<file path="src/hdl/rmts_pkg.sv">
// ----------------------------------------------------------------------------
// Rate-monotonic task scheduler package
// Shared types, codes and helpers for the scheduler controller and datapath.
// ----------------------------------------------------------------------------
package rmts_pkg;

  localparam int NUM_TASKS = 8;
  localparam int SLOT_W    = (NUM_TASKS > 1) ? $clog2(NUM_TASKS) : 1;

  // Operation codes carried in the func field.
  localparam logic [1:0] FUNC_LOAD = 2'd0;
  localparam logic [1:0] FUNC_TICK = 2'd1;
  localparam logic [1:0] FUNC_READ = 2'd2;

  typedef enum logic [1:0] {
    ST_IDLE,
    ST_SCAN_SEL,
    ST_SCAN_DL,
    ST_FINISH
  } state_e;

  typedef struct packed {
    logic [1:0]  func;
    logic [2:0]  task_index;
    logic [15:0] task_period;
    logic [15:0] task_burst;
    logic [31:0] task_arrival;
  } in_item_t;

  typedef struct packed {
    logic        ran;
    logic [2:0]  ran_task;
    logic [7:0]  miss_mask;
    logic [31:0] now;
    logic [31:0] busy_count;
    logic [15:0] read_remaining;
    logic [15:0] read_misses;
  } out_item_t;

  typedef struct packed {
    logic accept;    // latch the incoming word, clear the scan
    logic sel_step;  // release and priority-select pass, one slot
    logic dl_step;   // run and deadline pass, one slot
    logic finish;    // commit the operation and load the output register
  } ctrl_cmd_t;

  typedef struct packed {
    logic scan_last;
    logic out_free;
  } ctrl_sts_t;

  function automatic logic [SLOT_W-1:0] slot_of(input logic [2:0] idx);
    return SLOT_W'(idx);
  endfunction

endpackage

</file>
<file path="src/hdl/rmts_ctrl.sv">
// ----------------------------------------------------------------------------
// Rate-monotonic scheduler controller
// Sequences the two slot passes of a tick and the load and read operations.
// ----------------------------------------------------------------------------
module rmts_ctrl (
  input  logic                  clk_i,
  input  logic                  rst_ni,
  input  logic                  in_valid_i,
  input  logic [1:0]            in_func_i,
  input  rmts_pkg::ctrl_sts_t   sts_i,
  output logic                  in_stall_o,
  output rmts_pkg::ctrl_cmd_t   cmd_o
);

  rmts_pkg::state_e state_q, state_d;

  always_ff @(posedge clk_i or negedge rst_ni) begin
    if (!rst_ni) begin
      state_q <= rmts_pkg::ST_IDLE;
    end else begin
      state_q <= state_d;
    end
  end

  always_comb begin
    state_d = state_q;
    unique case (state_q)
      rmts_pkg::ST_IDLE: begin
        if (in_valid_i) begin
          state_d = (in_func_i == rmts_pkg::FUNC_TICK) ? rmts_pkg::ST_SCAN_SEL
                                                       : rmts_pkg::ST_FINISH;
        end
      end
      rmts_pkg::ST_SCAN_SEL: begin
        if (sts_i.scan_last) state_d = rmts_pkg::ST_SCAN_DL;
      end
      rmts_pkg::ST_SCAN_DL: begin
        if (sts_i.scan_last) state_d = rmts_pkg::ST_FINISH;
      end
      rmts_pkg::ST_FINISH: begin
        if (sts_i.out_free) state_d = rmts_pkg::ST_IDLE;
      end
      default: state_d = rmts_pkg::ST_IDLE;
    endcase
  end

  always_comb begin
    in_stall_o = 1'b1;
    cmd_o      = '0;
    unique case (state_q)
      rmts_pkg::ST_IDLE: begin
        in_stall_o   = 1'b0;
        cmd_o.accept = in_valid_i;
      end
      rmts_pkg::ST_SCAN_SEL: cmd_o.sel_step = 1'b1;
      rmts_pkg::ST_SCAN_DL:  cmd_o.dl_step  = 1'b1;
      rmts_pkg::ST_FINISH:   cmd_o.finish   = sts_i.out_free;
      default: cmd_o = '0;
    endcase
  end

endmodule

</file>
<file path="src/hdl/rmts_datapath.sv">
// ----------------------------------------------------------------------------
// Rate-monotonic scheduler datapath
// Task table, time and busy counters, one-slot-per-cycle scan and output word.
// ----------------------------------------------------------------------------
module rmts_datapath (
  input  logic                  clk_i,
  input  logic                  rst_ni,
  input  rmts_pkg::in_item_t    in_data_i,
  input  rmts_pkg::ctrl_cmd_t   cmd_i,
  input  logic                  out_stall_i,
  output rmts_pkg::ctrl_sts_t   sts_o,
  output logic                  out_valid_o,
  output rmts_pkg::out_item_t   out_data_o
);

  localparam int N = rmts_pkg::NUM_TASKS;
  localparam int W = rmts_pkg::SLOT_W;

  // Task table.
  logic [N-1:0] loaded_q;
  logic [15:0]  period_q   [N];
  logic [15:0]  burst_q    [N];
  logic [31:0]  arrival_q  [N];
  logic [31:0]  deadline_q [N];
  logic [15:0]  remain_q   [N];
  logic [15:0]  miss_q     [N];

  logic [31:0]        time_q, busy_q;
  rmts_pkg::in_item_t item_q;
  logic [W-1:0]       scan_q, best_q;
  logic               found_q;
  logic [15:0]        best_per_q;
  logic [7:0]         mask_q;
  logic               out_valid_q;
  rmts_pkg::out_item_t out_q;

  logic [W-1:0] addr;
  logic         rd_loaded;
  logic [15:0]  rd_per, rd_bur, rd_rem, rd_miss, rem_eff;
  logic [31:0]  rd_arr, rd_dl, rel_dl, next_dl, busy_nx;
  logic         arrived, sel_take, is_best, dl_hit, dl_miss, idx_ok, is_tick, scan_last;
  rmts_pkg::out_item_t out_d;

  assign scan_last = (scan_q == W'(N - 1));
  assign addr      = (cmd_i.sel_step || cmd_i.dl_step) ? scan_q
                                                       : rmts_pkg::slot_of(item_q.task_index);
  assign idx_ok    = (int'(item_q.task_index) < N);
  assign is_tick   = (item_q.func == rmts_pkg::FUNC_TICK);

  assign rd_loaded = loaded_q[addr];
  assign rd_per    = period_q[addr];
  assign rd_bur    = burst_q[addr];
  assign rd_arr    = arrival_q[addr];
  assign rd_dl     = deadline_q[addr];
  assign rd_rem    = remain_q[addr];
  assign rd_miss   = miss_q[addr];

  assign rel_dl   = rd_arr + 32'(rd_per);
  assign next_dl  = time_q + 32'(rd_per);
  assign arrived  = (rd_arr <= time_q);
  assign sel_take = rd_loaded && arrived && (rd_rem != 16'd0) &&
                    (!found_q || (rd_per < best_per_q));

  // The selected task runs its unit within the deadline pass.
  assign is_best  = found_q && (addr == best_q);
  assign rem_eff  = is_best ? (rd_rem - 16'd1) : rd_rem;
  assign dl_hit   = rd_loaded && (rd_dl == time_q);
  assign dl_miss  = dl_hit && arrived && (rem_eff != 16'd0);

  assign busy_nx  = (is_tick && found_q && (busy_q != '1)) ? (busy_q + 32'd1) : busy_q;

  always_ff @(posedge clk_i) begin
    if (cmd_i.sel_step && rd_loaded && (rd_arr == time_q)) begin
      deadline_q[addr] <= rel_dl;
    end
    if (cmd_i.dl_step) begin
      if (dl_hit) begin
        remain_q[addr]   <= rd_bur;
        deadline_q[addr] <= next_dl;
        if (dl_miss && (rd_miss != 16'hFFFF)) miss_q[addr] <= rd_miss + 16'd1;
      end else if (is_best) begin
        remain_q[addr] <= rem_eff;
      end
    end
    if (cmd_i.finish && (item_q.func == rmts_pkg::FUNC_LOAD) && idx_ok) begin
      period_q[addr]   <= item_q.task_period;
      burst_q[addr]    <= item_q.task_burst;
      arrival_q[addr]  <= item_q.task_arrival;
      deadline_q[addr] <= item_q.task_arrival + 32'(item_q.task_period);
      remain_q[addr]   <= item_q.task_burst;
      miss_q[addr]     <= 16'd0;
    end
    if (cmd_i.accept) item_q <= in_data_i;
    if (cmd_i.sel_step && sel_take) best_per_q <= rd_per;
    if (cmd_i.finish) out_q <= out_d;
  end

  always_ff @(posedge clk_i or negedge rst_ni) begin
    if (!rst_ni) begin
      loaded_q    <= '0;
      time_q      <= '0;
      busy_q      <= '0;
      scan_q      <= '0;
      best_q      <= '0;
      found_q     <= 1'b0;
      mask_q      <= '0;
      out_valid_q <= 1'b0;
    end else begin
      if (cmd_i.accept) begin
        scan_q  <= '0;
        found_q <= 1'b0;
        best_q  <= '0;
        mask_q  <= '0;
      end
      if (cmd_i.sel_step || cmd_i.dl_step) begin
        scan_q <= scan_last ? '0 : (scan_q + W'(1));
      end
      if (cmd_i.sel_step && sel_take) begin
        found_q <= 1'b1;
        best_q  <= addr;
      end
      if (cmd_i.dl_step && dl_miss && (int'(scan_q) < 8)) begin
        mask_q[3'(scan_q)] <= 1'b1;
      end
      if (cmd_i.finish) begin
        if ((item_q.func == rmts_pkg::FUNC_LOAD) && idx_ok) loaded_q[addr] <= 1'b1;
        if (is_tick) time_q <= time_q + 32'd1;
        busy_q <= busy_nx;
      end
      if (cmd_i.finish) begin
        out_valid_q <= 1'b1;
      end else if (!out_stall_i) begin
        out_valid_q <= 1'b0;
      end
    end
  end

  always_comb begin
    out_d                = '0;
    out_d.now            = time_q;
    out_d.busy_count     = busy_nx;
    if (is_tick) begin
      out_d.ran       = found_q;
      out_d.ran_task  = found_q ? 3'(best_q) : 3'd0;
      out_d.miss_mask = mask_q;
    end
    if ((item_q.func == rmts_pkg::FUNC_READ) && idx_ok && rd_loaded) begin
      out_d.read_remaining = rd_rem;
      out_d.read_misses    = rd_miss;
    end
  end

  assign sts_o.scan_last = scan_last;
  assign sts_o.out_free  = !out_valid_q || !out_stall_i;
  assign out_valid_o     = out_valid_q;
  assign out_data_o      = out_q;

endmodule

</file>
<file path="src/hdl/rate_monotonic_task_scheduler.sv">
// A tick runs one slot pass for release and priority select, then one slot pass for the
// run and the deadline checks, each one slot a cycle. A load or a read skips the passes.
// One word is in work at a time; the output register lets the next word be taken while
// a result waits. Reset clears the loaded flags, the time and the busy counters at once;
// the task table itself is not cleared.
// ----------------------------------------------------------------------------
// Rate-monotonic task scheduler
// Periodic task table with smallest-period selection and deadline miss counting.
// ----------------------------------------------------------------------------
module rate_monotonic_task_scheduler (
  input  logic                 clk_i,
  input  logic                 rst_ni,
  input  logic                 in_valid_i,
  output logic                 in_stall_o,
  input  rmts_pkg::in_item_t   in_data_i,
  output logic                 out_valid_o,
  input  logic                 out_stall_i,
  output rmts_pkg::out_item_t  out_data_o
);

  rmts_pkg::ctrl_cmd_t cmd;
  rmts_pkg::ctrl_sts_t sts;

  rmts_ctrl u_ctrl (
    .clk_i      (clk_i),
    .rst_ni     (rst_ni),
    .in_valid_i (in_valid_i),
    .in_func_i  (in_data_i.func),
    .sts_i      (sts),
    .in_stall_o (in_stall_o),
    .cmd_o      (cmd)
  );

  rmts_datapath u_datapath (
    .clk_i       (clk_i),
    .rst_ni      (rst_ni),
    .in_data_i   (in_data_i),
    .cmd_i       (cmd),
    .out_stall_i (out_stall_i),
    .sts_o       (sts),
    .out_valid_o (out_valid_o),
    .out_data_o  (out_data_o)
  );

endmodule
</file>
<file path="config.mk">
export PLATFORM = sky130hd
export DESIGN_NAME = rate_monotonic_task_scheduler
export DESIGN_NICKNAME = d
export VERILOG_FILES = /design/src/hdl/rmts_pkg.sv /design/src/hdl/rmts_ctrl.sv /design/src/hdl/rmts_datapath.sv /design/src/hdl/rate_monotonic_task_scheduler.sv
export SDC_FILE = /design/constraint.sdc
export NUM_CORES = 2
export LEC_CHECK = 0
export BUFFER_PORTS_ARGS = -buffer_cell sky130_fd_sc_hd__buf_4
export CAP_MARGIN = 20
export CORE_ASPECT_RATIO = 1.4
export CORE_MARGIN = 1
export CORE_UTILIZATION = 35
export CTS_BUF_LIST = sky130_fd_sc_hd__clkbuf_8
export DETAILED_ROUTE_END_ITERATION = 7
export PLACE_DENSITY = 0.54
export SETUP_SLACK_MARGIN = 0.05
export SYNTH_ARGS = -nofsm -noshare
export SYNTH_HDL_FRONTEND = slang
export SYNTH_SLANG_ARGS = --single-unit
</file>
<file path="constraint.sdc">
create_clock -name clk_i -period 20.2 [get_ports clk_i]
set_input_delay 2.02 -clock clk_i [delete_from_list [all_inputs] [get_ports clk_i]]
set_output_delay 2.02 -clock clk_i [all_outputs]
set_load 0.005 [all_outputs]
</file>
# == Yosys cells after proc, flatten, opt, wreduce, memory -nomap -nowiden ==
# Memory sizes are Yosys's and may differ from the RTL's.
# Index checks and enable logic that the tools add are counted.
# word_totals
ff_bits,283
latchBits,0
ram_bits,1024
romBits,0
output_inout_bits,110
elab_cells,150
memories,6
# op_classes
addsub,8
multipliers,0
div,0
n_lt_le_gt_ge,6
n_eq_ne,17
n_shift,0
n_mux,50
n_bitwise,7
reduce_logical,34
# mem_list
name,depth,width,rd,rd_clocked_by_memory_dff,wr,line_no,text
u_datapath.arrival_q,8,32,1,0,1,rmts_datapath.sv:23,logic [31:0] arrival_q [N];
u_datapath.deadline_q,8,32,1,0,1,rmts_datapath.sv:24,logic [31:0] deadline_q [N];
u_datapath.burst_q,8,16,1,0,1,rmts_datapath.sv:22,logic [15:0] burst_q [N];
u_datapath.miss_q,8,16,1,0,1,rmts_datapath.sv:26,logic [15:0] miss_q [N];
u_datapath.period_q,8,16,1,0,1,rmts_datapath.sv:21,logic [15:0] period_q [N];
u_datapath.remain_q,8,16,1,0,1,rmts_datapath.sv:25,logic [15:0] remain_q [N];
# op_table
operator,n
$add 32x16->32,3
$mux 32,3
$add 32x1->32 const B,2
$eq 32x32->1,2
$mux 16,4
$le 32x32->1,1
$ne 32x32->1 const B,1
$reduce_bool 16->1,2
$mux 1,27
$logic_and 1x1->1,18
$add 16x1->16 const B,1
$lt 16x16->1,1
$mux 8,2
$ne 16x16->1 const B,1
$or 8x8->8,2
$sub 16x1->16 const B,1
$mux 3,5
$mux 2,5
$lt 3x4->1 const B,2
$ne 2x1->1 const B,4
$pmux 2 s4,1
$demux 1 s3,2
$eq 2x1->1 const B,3
$eq 2x2->1 const B,3
13 further kinds,26

# == Longest topological paths before layout ==
# depth
depth_word,15
ltp_mapped,32

# == Modules after synthesis ==
# From an unflattened synthesis, not the netlist that was laid out.
# hier_totals
cells_unflattened,3715
hier_area_um2,54320.8
# modules_own_cells
mod,instances,cells_each,area_each_um2,seq_area_each_um2
rmts_datapath,1,3693,54108.1,38747.2
rmts_ctrl,1,22,212.7,50.0

# == Least setup slack after synthesis ==
# OpenSTA, ideal clock, no wires.
# synth_path
path_kind,reg2reg
from,register u_ctrl.state_q[0]
to,"memory u_datapath.deadline_q[0][28], data pin"
setup_ps,283
arrival_ps,6493
path_slack_ps,13424
stages_incl_launch_ff,29
synth_period_minus_slack_ps,6776
cell_sequence,dfrtp_1 -> inv_1 -> ha_1 -> buf_6 -> or4b_2 -> and2_4 -> buf_6 -> o22a_1 -> a31o_1 -> a211oi_2 -> nand4_1 -> nor4_4 -> and4_1 -> buf_2 -> buf_2 -> a21o_1 -> inv_1 -> fa_1 -> nor2b_1 -> o21a_1 -> o21ai_0 -> a21oi_1 -> o2111ai_1 -> a21oi_1 -> nor2_1 -> clkbuf_1 -> or3_1 -> xnor2_1 -> a311oi_1
# synth_between
elab_chain_cells,12
word_cells_on_any_way,25
classes_between,2 x add/sub; 4 x eq/ne; 13 x mux; 3 x reduce/logical; 3 x memory
# synth_rtl
element,line_no,text
from (decl),rmts_ctrl.sv:15,"rmts_pkg::state_e state_q, state_d;"
from (signal assigned),rmts_ctrl.sv:19,state_q <= rmts_pkg::ST_IDLE;
from (signal assigned),rmts_ctrl.sv:21,state_q <= state_d;
branches (longest 11 deep; another with $mem_v2 8x32),-,
$mux 32 (no line) *,-,
to (decl),rmts_datapath.sv:24,
# Every way passes the cells marked *. The select of a mux whose other input is x is not followed.

# == Worst setup path in the final report ==
# layout_path
from,register u_ctrl.state_q[1]
to,"memory u_datapath.deadline_q[6][24], data pin"
# The elaborated chain is that of the path after synthesis.

==> impl_metrics.ini <==
[route]
drtIter0Drc = 2850
postRouteWirelength_mm = 163
dr.pass1.iters = 6
drc = 0
antenna_left = 0
viasPerCell = 5.48
vias = 33594
wl_per_cell_um = 26.7

[sta]
tightest_slew_ns = 1.14
setup_violations = 0
finalHoldViolCount = 0
slew_headroom_pct = 23.3
rsz0062_at_grt = false
finalMaxSlewViolations = 0
fin_crit_ns = 9.75
fin_crit_sh_pct = 48.3
finClkSkew_ns = 0.0680
finalSetupTns_ns = 0
fmax_mhz = 103
holdWs_ns = 0.472

[final_layout]
nets = 4159
area_growth_pct = 14.4
fillers = 14270
register_area_um2 = 38800
multi_input_area_um2 = 14200
drive_above_1_share_pct = 15.5

[clock_tree]
h-tree-depth = 4
clkLatencyLatePin_ns = 0.97
cts_sinks = 1307
cts_buffers = 199
clkTransAtPathRegs_ns = 0.06
post_cts_buffers = 0
cts_buffer_depth = 3
ctsResizeCount = 0
cts_hold_buf = 0
cts_tree = built
cts_root_buffer = clkbuf_8

[floorplan]
coreArea_um2 = 153000
die_y_um = 467
die_area_um2 = 156000
ios = 183
initial_core_util_pct = 35.2
fp.dieW_um = 334
row_count = 170

[setup_path]
rrSetupSlack_ns = 10.45
crit_path_end = u_datapath.deadline_q[6][24]$_DFFE_PP_
critPathLaunchType = flop
cp_max_fo = 68
r2r-end = u_datapath.deadline_q[6][24]$_DFFE_PP_
worstSetupPathType = reg2reg
cp-startpoint = u_ctrl.state_q[1]$_DFFE_PN0P_
required_ns = 20.80
regToRegStartpoint = u_ctrl.state_q[1]$_DFFE_PN0P_
rr_worst_depth = 25
end_kind = flop
crit_arrival_ns = 10.35

[pwr]
power_density_nw_per_um2 = 180
power.leakage_nw = 21.3
vdd_drop_max_mv = 0.156

[logic_synthesis]
synthArstFlopShare_pct = 6.89
ys_types = 102
seq_area_frac_synth_pct = 71.9
ys_seq_elements = 1307
synthFlopType = edfxtp_1
syn-cell-area_um2 = 54000
netlist_instances = 3682
synthTopCellsByArea = edfxtp_1, dfrtp_1, a22oi_1
synth_top_cell_area_share_pct = 67.7
synth_area_leader_cell = edfxtp_1
synth_edf_count = 1217
yosys_warnings = 0
syn-mean-instance-area_um2 = 14.7
synth_fp_nets = 3847

[run_status]
status = complete, no violations

[global_routing]
grt_pass1_vias = 33518
grt_max_degree = 72
antenna_found_initial = 2
grt-ovfl-total = 0
grt_use_total_pct = 20.7
grt_pass1_wl_mm = 234

[placed_design]
hpwl_mm = 104
portBuffers = 182
gp_congestion = 0.932

[run]
max_cap_violations = 0

[hold_path]
min_path_cells = 1
min_path_type = reg2reg
-- per-stage QoR --
step	total power, mW	util [%]	area, um2	setup slack [ns]	cells
floorplan	7.12	-	54000	13.42	3682
global route	11.7	40.3	61700	10.00	6131
detailed placement	8.99	37.8	57900	10.57	5765
finish	11.1	40.3	61700	10.45	6132
global placement	8.93	37.8	57900	10.72	5765
CTS	11.2	40.3	61700	10.59	6124
-- where the power goes --
part | switching (mW) | leakage, nW | internal (mW)
clock | 1.07 | 2.16 | 1.07
sequential | 0.140 | 12.2 | 3.99
combinational | 3.39 | 6.92 | 1.47
-- area by class of cell --
type,count,share of cell area (%)
diodes,2,0.00811
clock buffers,202,4.50
clock inverters,157,1.66
inverters,81,0.505
multi-input cells,2121,23.0
flip-flops and latches,1307,62.8
well taps,1978,4.01
repair buffers,284,3.46
-- worst min path at each step --
stage | slack, ns | end | start
final | 0.47 | u_datapath.loaded_q[0]$_DFFE_PN0P_ | u_datapath.loaded_q[0]$_DFFE_PN0P_
after global placement | 0.45 | u_datapath.loaded_q[0]$_DFFE_PN0P_ | u_datapath.loaded_q[0]$_DFFE_PN0P_
after floorplan | 0.44 | u_datapath.loaded_q[5]$_DFFE_PN0P_ | u_datapath.loaded_q[5]$_DFFE_PN0P_
after CTS | 0.47 | u_datapath.loaded_q[5]$_DFFE_PN0P_ | u_datapath.loaded_q[5]$_DFFE_PN0P_
after global routing | 0.49 | u_datapath.loaded_q[5]$_DFFE_PN0P_ | u_datapath.loaded_q[5]$_DFFE_PN0P_
after detailed placement | 0.46 | u_datapath.loaded_q[5]$_DFFE_PN0P_ | u_datapath.loaded_q[5]$_DFFE_PN0P_
-- logic make-up after synthesis --
kind of cell / count (synthesis) / share of synthesized area [%]
AOI/OAI and AO/OA: 739 / 9.48
xor gates and xnor gates: 206 / 3.34
adders and majority gates: 92 / 2.16
buffers and inverters: 254 / 2.19
DFF: 1307 / 71.9
muxes: 71 / 1.40
and+or+nand+nor: 1013 / 9.56
-- metal layers --
metal  GRT usage [%]  routed length (um)  up-vias  part of all wire (%)
met5               0                   0        -                     0
met4            8.19                5610        0                   3.4
met3            3.31               10100      284                   6.2
met2            34.6               79000     1279                    48
met1            27.0               68700    17118                    42
li1                -                   -    14913                     -
-- registers in the layout, summed over array words and instances, names as in the netlist --
| name | cells |
|---|---|
| u_datapath.busy_q | 32 |
| u_datapath.period_q | 128 |
| u_datapath.miss_q | 128 |
| u_datapath.best_q | 3 |
| u_datapath.scan_q | 3 |
| u_datapath.mask_q | 8 |
| u_ctrl.state_q | 2 |
| u_datapath.deadline_q | 256 |
| u_datapath.best_per_q | 16 |
| u_datapath.arrival_q | 256 |
| u_datapath.loaded_q | 8 |
| u_datapath.item_q | 69 |
| u_datapath.out_data_o | 108 |
| u_datapath.out_valid_o | 1 |
| u_datapath.remain_q | 128 |
| u_datapath.time_q | 32 |
| u_datapath.burst_q | 128 |
| u_datapath.found_q | 1 |
-- worst max-delay path, stage by stage (launching register included) --
cell       delay, ns
dfrtp_1         0.40
inv_1           0.11
ha_2            0.99
mux2_8          0.70
buf_4           0.69
mux2i_1         0.29
a32oi_1         0.09
a21o_1          0.22
a22oi_1         0.43
nand4_1         0.22
nor4_4          0.39
and4_1          0.24
buf_4           0.37
mux2_2          0.39
ha_1            0.32
nor2b_1         0.15
o21a_1          0.18
o21ai_0         0.22
a21oi_1         0.18
o2111ai_1       0.35
a21oi_1         0.23
nor2_1          0.88
nor4_1          0.17
xnor2_1         0.19
a21oi_1         0.08
o21ai_0         0.79
-- layout by cell type (no fill, tap or decap), drive strengths merged, types with 23 or more instances in the layout --
| cell | instances |
|---|---|
| a22oi | 172 |
| edfxtp | 1217 |
| nor2 | 199 |
| nor4 | 43 |
| ha | 90 |
| a21o | 31 |
| and3 | 44 |
| nand3 | 109 |
| mux2i | 50 |
| o21ai | 89 |
| clkinv | 70 |
| xor2 | 67 |
| buf | 281 |
| nand2 | 345 |
| clkbuf | 205 |
| nand4 | 65 |
| and2 | 23 |
| nor3 | 50 |
| o22ai | 96 |
| inv | 153 |
| xnor2 | 139 |
| dfrtp | 90 |
| a21oi | 141 |
-- synthesized netlist by cell type (67+ instances only) --
cell	number
nand3_1	107
inv_1	79
nand2_1	340
ha_1	90
a22oi_1	172
edfxtp_1	1217
nor2_1	198
a21oi_1	141
dfrtp_1	90
clkbuf_1	88
xnor2_1	139
xor2_1	67
o21ai_0	84
o22ai_1	96
Power figures use the tool's default switching activity.
